==> config.mk <==
export PLATFORM = sky130hd
export DESIGN_NAME = fau_front_flat
export DESIGN_NICKNAME = d
export VERILOG_FILES = /design/src/rtl/core/fau_pkg.sv /design/src/rtl/core/fau_if.sv /design/src/rtl/core/fau_front.sv /design/src/flat_wrapper.sv
export SDC_FILE = /design/constraint.sdc
export NUM_CORES = 1
export LEC_CHECK = 0
export BUFFER_PORTS_ARGS = -buffer_cell sky130_fd_sc_hd__buf_4
export CORE_UTILIZATION = 55
export CTS_CLUSTER_SIZE = 10
export DETAILED_ROUTE_END_ITERATION = 7
export GPL_TIMING_DRIVEN = 0
export HOLD_SLACK_MARGIN = 0.08
export PLACE_DENSITY = 0.95
export SKIP_CTS_REPAIR_TIMING = 1
export SLEW_MARGIN = 10
export SYNTH_ARGS = -nofsm -noshare
export SYNTH_HDL_FRONTEND = slang
export SYNTH_SLANG_ARGS = --single-unit
==> constraint.sdc <==
create_clock -name clk -period 12 [get_ports clk]
set_input_delay 1.2 -clock clk [delete_from_list [all_inputs] [get_ports clk]]
set_output_delay 1.2 -clock clk [all_outputs]
set_load 0.02 [all_outputs]
==> src/rtl/core/fau_pkg.sv <==
// Package with widths, operation codes and the queue entry type of the fraction unit.
package fau_pkg;
  localparam int FIELD_WIDTH = 16;
  localparam int OUT_WIDTH = 2 * FIELD_WIDTH + 1;
  localparam int CNT_WIDTH = $clog2(FIELD_WIDTH + 1);

  typedef enum logic [1:0] {
    OP_MUL = 2'd0,
    OP_DIV = 2'd1,
    OP_ADD = 2'd2,
    OP_SUB = 2'd3
  } op_t;

  typedef struct packed {
    op_t                            mode;
    logic signed [FIELD_WIDTH-1:0]  num_a;
    logic [FIELD_WIDTH-1:0]         den_a;
    logic signed [FIELD_WIDTH-1:0]  num_b;
    logic [FIELD_WIDTH-1:0]         den_b;
    logic                           need_gcd;
  } job_t;
endpackage

==> src/rtl/core/fau_if.sv <==
// Valid/ready channel interfaces for the input and result beats.
interface fau_in_if (input logic clk);
  logic                                   valid;
  logic                                   ready;
  logic [1:0]                             mode;
  logic signed [fau_pkg::FIELD_WIDTH-1:0] num_a;
  logic [fau_pkg::FIELD_WIDTH-1:0]        den_a;
  logic signed [fau_pkg::FIELD_WIDTH-1:0] num_b;
  logic [fau_pkg::FIELD_WIDTH-1:0]        den_b;
  modport source (output valid, mode, num_a, den_a, num_b, den_b, input ready);
  modport sink (input valid, mode, num_a, den_a, num_b, den_b, output ready);
endinterface


==> src/rtl/core/fau_front.sv <==
// Front end: accepts beats, classifies them and holds them in a two-entry queue.
module fau_front (
  input  logic          clk,
  input  logic          rst_n,
  fau_in_if.sink        in_ch,
  output logic          job_valid,
  input  logic          job_ready,
  output fau_pkg::job_t job
);
  import fau_pkg::*;

  job_t       q_r [2];
  job_t       q_nxt;
  logic       wp_r, rp_r;
  logic [1:0] cnt_r;
  logic       push, pop;

  assign in_ch.ready = (cnt_r != 2'd2);
  assign push = in_ch.valid && in_ch.ready;
  assign job_valid = (cnt_r != 2'd0);
  assign pop = job_valid && job_ready;
  assign job = q_r[rp_r];

  always_comb begin
    q_nxt.mode = op_t'(in_ch.mode);
    q_nxt.num_a = in_ch.num_a;
    q_nxt.den_a = in_ch.den_a;
    q_nxt.num_b = in_ch.num_b;
    q_nxt.den_b = in_ch.den_b;
    q_nxt.need_gcd = in_ch.mode[1] && (in_ch.den_a != in_ch.den_b)
                     && (in_ch.den_a != '0) && (in_ch.den_b != '0);
  end

  always_ff @(posedge clk) begin
    if (push) begin
      q_r[wp_r] <= q_nxt;
    end
    if (!rst_n) begin
      wp_r <= 1'b0;
      rp_r <= 1'b0;
      cnt_r <= 2'd0;
    end else begin
      if (push) wp_r <= ~wp_r;
      if (pop) rp_r <= ~rp_r;
      cnt_r <= cnt_r + {1'b0, push} - {1'b0, pop};
    end
  end
endmodule

==> src/flat_wrapper.sv <==
// flat-port wrapper written by rule: the top's interface ports become plain ports
module fau_front_flat import fau_pkg::*;
  (clk, rst_n, job_valid, job_ready, job, in_ch_valid, in_ch_mode, in_ch_num_a, in_ch_den_a, in_ch_num_b, in_ch_den_b, in_ch_ready);
  fau_in_if in_ch_i (.clk(clk));
  input  logic clk;
  input  logic rst_n;
  output logic job_valid;
  input  logic job_ready;
  output fau_pkg::job_t job;
  input wire logic [$bits(in_ch_i.valid)-1:0] in_ch_valid;
  input wire logic [$bits(in_ch_i.mode)-1:0] in_ch_mode;
  input wire logic [$bits(in_ch_i.num_a)-1:0] in_ch_num_a;
  input wire logic [$bits(in_ch_i.den_a)-1:0] in_ch_den_a;
  input wire logic [$bits(in_ch_i.num_b)-1:0] in_ch_num_b;
  input wire logic [$bits(in_ch_i.den_b)-1:0] in_ch_den_b;
  output wire logic [$bits(in_ch_i.ready)-1:0] in_ch_ready;
  assign in_ch_i.valid = in_ch_valid;
  assign in_ch_i.mode = in_ch_mode;
  assign in_ch_i.num_a = in_ch_num_a;
  assign in_ch_i.den_a = in_ch_den_a;
  assign in_ch_i.num_b = in_ch_num_b;
  assign in_ch_i.den_b = in_ch_den_b;
  assign in_ch_ready = in_ch_i.ready;
  fau_front u_core (.clk(clk), .rst_n(rst_n), .in_ch(in_ch_i), .job_valid(job_valid), .job_ready(job_ready), .job(job));
endmodule
==> impl_results.md <==
* Static Leak at 2.70 nW
* Drt total wl at 10.7 mm
* Largest net degree at the start of global routing at 50
* Residual DRC at 0
* Via count at 2959
* Placed Cells at 536
* R2R Path End: u_core.q_r[0][65]$_DFFE_PP_
* Worst Hold Class: register to register
* Reg-to-reg slack, setup at 10.17 ns
* Clock Tree Buf Depth at 2
* Seq/Total Area, Yosys at 77.5%
* WL/cell at 18.8 µm
* Mapped Area at 5320 µm²
* First drt pass iteration count at 4
* Count leader, synth: edfxtp_1
* Area of the die at 10100 µm²
* CP required at 10.80 ns
* Vias in the first global route at 3049
* Hold Path Cell Cnt at 2
* Finish-stage setup viols at 0
* Worst slew pin tran at 0.658 ns
* Total power at 1.72 mW
* Max-cap violations at 0
* Critical path startpoint category: register
* Final nets at 498
* Die Y at 100 µm
* Fin worst setup slack at 8.91 ns
* Signal arrival time at the worst endpoint at 1.89 ns
* Power per cell area at 237 nW/µm²
* Min-delay src: u_core.rp_r$_SDFFE_PN0P_
* Reg2reg start: u_core.cnt_r[0]$_SDFF_PN0_
* Fillers at 518
* Tmin final at 3.09 ns
* Initial antenna violation count at 0
* Yosys warnings at 0
* Max Slew Vio Count at 0
* Kind of critical path: register to primary output
* Finished Layout Cells at 568
* Worst Setup End Kind: primary output
* Layout cells sized above 1 at 56.7%
* Largest area contributor in the netlist: edfxtp_1
* Row count at 35
* Placement Setup Slack at 9.42 ns
* CP max FO at 10
* Post-synth EDFFs at 134
* Placer Congestion at 0.781
* CTS H-tree depth at 4
* TritonCTS clock tree: yes
* Peak supply drop at 0.106 mV
* CTS root buf: clkbuf_8
* Synth top area share at 75.6%
* Clock transition at the registers of the reported paths at 0.06 ns
* Overflow after GRT at 0
* First-pass GRT wire length at 16.0 mm
* Avg Cell Area, Syn at 20.0 µm²
* Synth unique cells at 21
* Die X at 100 µm
* RSZ-0062 raised after global routing: no
* Clock latency on the worst-skew pair at 0.50 ns
* Hold Vio Cnt, Final at 0
* I/O Buffers at 138
* Slew headroom at 56.0%
* Reg area at 4120 µm²
* GRT Overall Usage at 22.1%
* Clk sink count at 139
* Async SR Flop Fraction at 0%
* Dpl hpwl at 7.08 mm
* Setup TNS Final at 0 ns
* Layout area overhead at 36.4%
* Core ar. at 9330 µm²
* Starting Density at 57.1%
* Outcome: completed
* Reg2reg path depth at 4
* Fin crit share at 25.8%
* Drt first-iter violations at 130
* Via/cell ratio at 5.21
* Syn Inst Count at 266
* N_diodes at 0
* Top cells by count, synth: 134 x edfxtp_1, 67 x mux2_2, 19 x xnor2_1
* Footprint of the multi-input gates at 1140 µm²
* Post-synthesis register bit count at 139
* CTS Buf Count at 17
* Ports at 139
* Predominant post-synthesis flop cell: edfxtp_1
* ANT nets after route at 0
* Ranking of synthesized cells by area: edfxtp_1 76%, mux2_2 14%, xnor2_1 3.1%
* Max Freq at 324 MHz
* Post-Syn Nets at 338
* Clock Skew at 0.0116 ns
[logic make-up after synthesis]
group | after synthesis | share of synthesized area [%]
multiplexers | 67 | 14.2
adder cells (fa/ha/maj) | 2 | 0.470
AND/OR/NAND/NOR | 28 | 3.17
flip-flops | 139 | 77.5
buffers and inverters | 10 | 1.27
XOR/XNOR | 20 | 3.43
[layer usage]
layer | vias to the layer above | global-route usage, % | wire length (µm)
met5 | - | 0 | 0
li1 | 1370 | - | -
met4 | 0 | 8.81 | 193
met2 | 119 | 37.4 | 5460
met1 | 1454 | 26.8 | 4250
met3 | 16 | 6.62 | 752
[sequential cells by signal (all words and copies together), names as in the netlist, named ones only]
| name | count |
|---|---|
| u_core.q_r | 134 |
| u_core.wp_r | 1 |
| u_core.cnt_r | 2 |
| u_core.rp_r | 1 |
[final cells by class]
type / count / area share, %
clock inverter: 10 / 2.59
tap: 129 / 2.22
sequential: 139 / 56.8
multi-input combinational: 117 / 15.8
timing repair buffer: 141 / 15.3
clock buffer: 22 / 6.38
inverter: 3 / 0.155
buffer: 7 / 0.776
[worst max-delay path, cell delays in order, from the launching register on]
cell,delay (ns)
dfxtp_1,0.42
buf_4,0.25
buf_6,0.19
mux2_2,0.36
buf_4,0.16
[worst max-delay path by stage]
| stage | startpoint | to | slack, ns | cells after the start |
|---|---|---|---|---|
| 2_1_floorplan | in_ch_valid | u_core.q_r[0][0]$_DFFE_PP_ | 7.41 | 2 |
| 5_1_grt | register | job[49] | 8.84 | 4 |
| 3_5_place_dp | in_ch_valid | u_core.q_r[0][30]$_DFFE_PP_ | 9.42 | 4 |
| 6_report | register | job[44] | 8.91 | 4 |
| 3_3_place_gp | in_ch_valid | u_core.q_r[0][30]$_DFFE_PP_ | 5.99 | 3 |
| 4_1_cts | register | job[49] | 8.89 | 4 |
[cells in the final DEF, fill, tap and decap left out]
cell type and count:
mux2_2 67, clkinv_2 1, nand2_1 1, buf_2 3, xnor2_1 19, clkinvlp_4 2, nor2b_1 2, buf_4 139
nand3_1 1, and2_1 3, xnor2_2 1, nor2_1 1, dfxtp_1 5, and2_4 1, nand2b_1 1, clkbuf_16 16
nand4_1 6, buf_6 3, nor2_4 1, inv_1 3, or2_1 1, buf_12 1, and3_4 1, nor4_1 9
clkbuf_1 2, ha_1 2, clkinv_4 2, edfxtp_1 134, buf_16 2, clkbuf_8 4, bufinv_16 5
[through the flow]
| step | utilization, % | cell area [µm²] | hold WS [ns] |
|---|---|---|---|
| after global placement | 69.9 | 6520 | 0.544 |
| after floorplan | - | 5320 | 0.527 |
| after CTS | 77.8 | 7260 | 0.576 |
| after global routing | 77.8 | 7260 | 0.603 |
| after detailed placement | 70.8 | 6610 | 0.562 |
| final | 77.8 | 7260 | 0.573 |
[power breakdown]
part	internal (mW)	total, mW	switching [mW]
Sequential	0.624	0.647	0.0225
Combinational	0.240	0.511	0.270
Clock	0.376	0.562	0.186
Total	1.24	1.72	0.479
No activity file was read; power rests on OpenSTA's default activity.
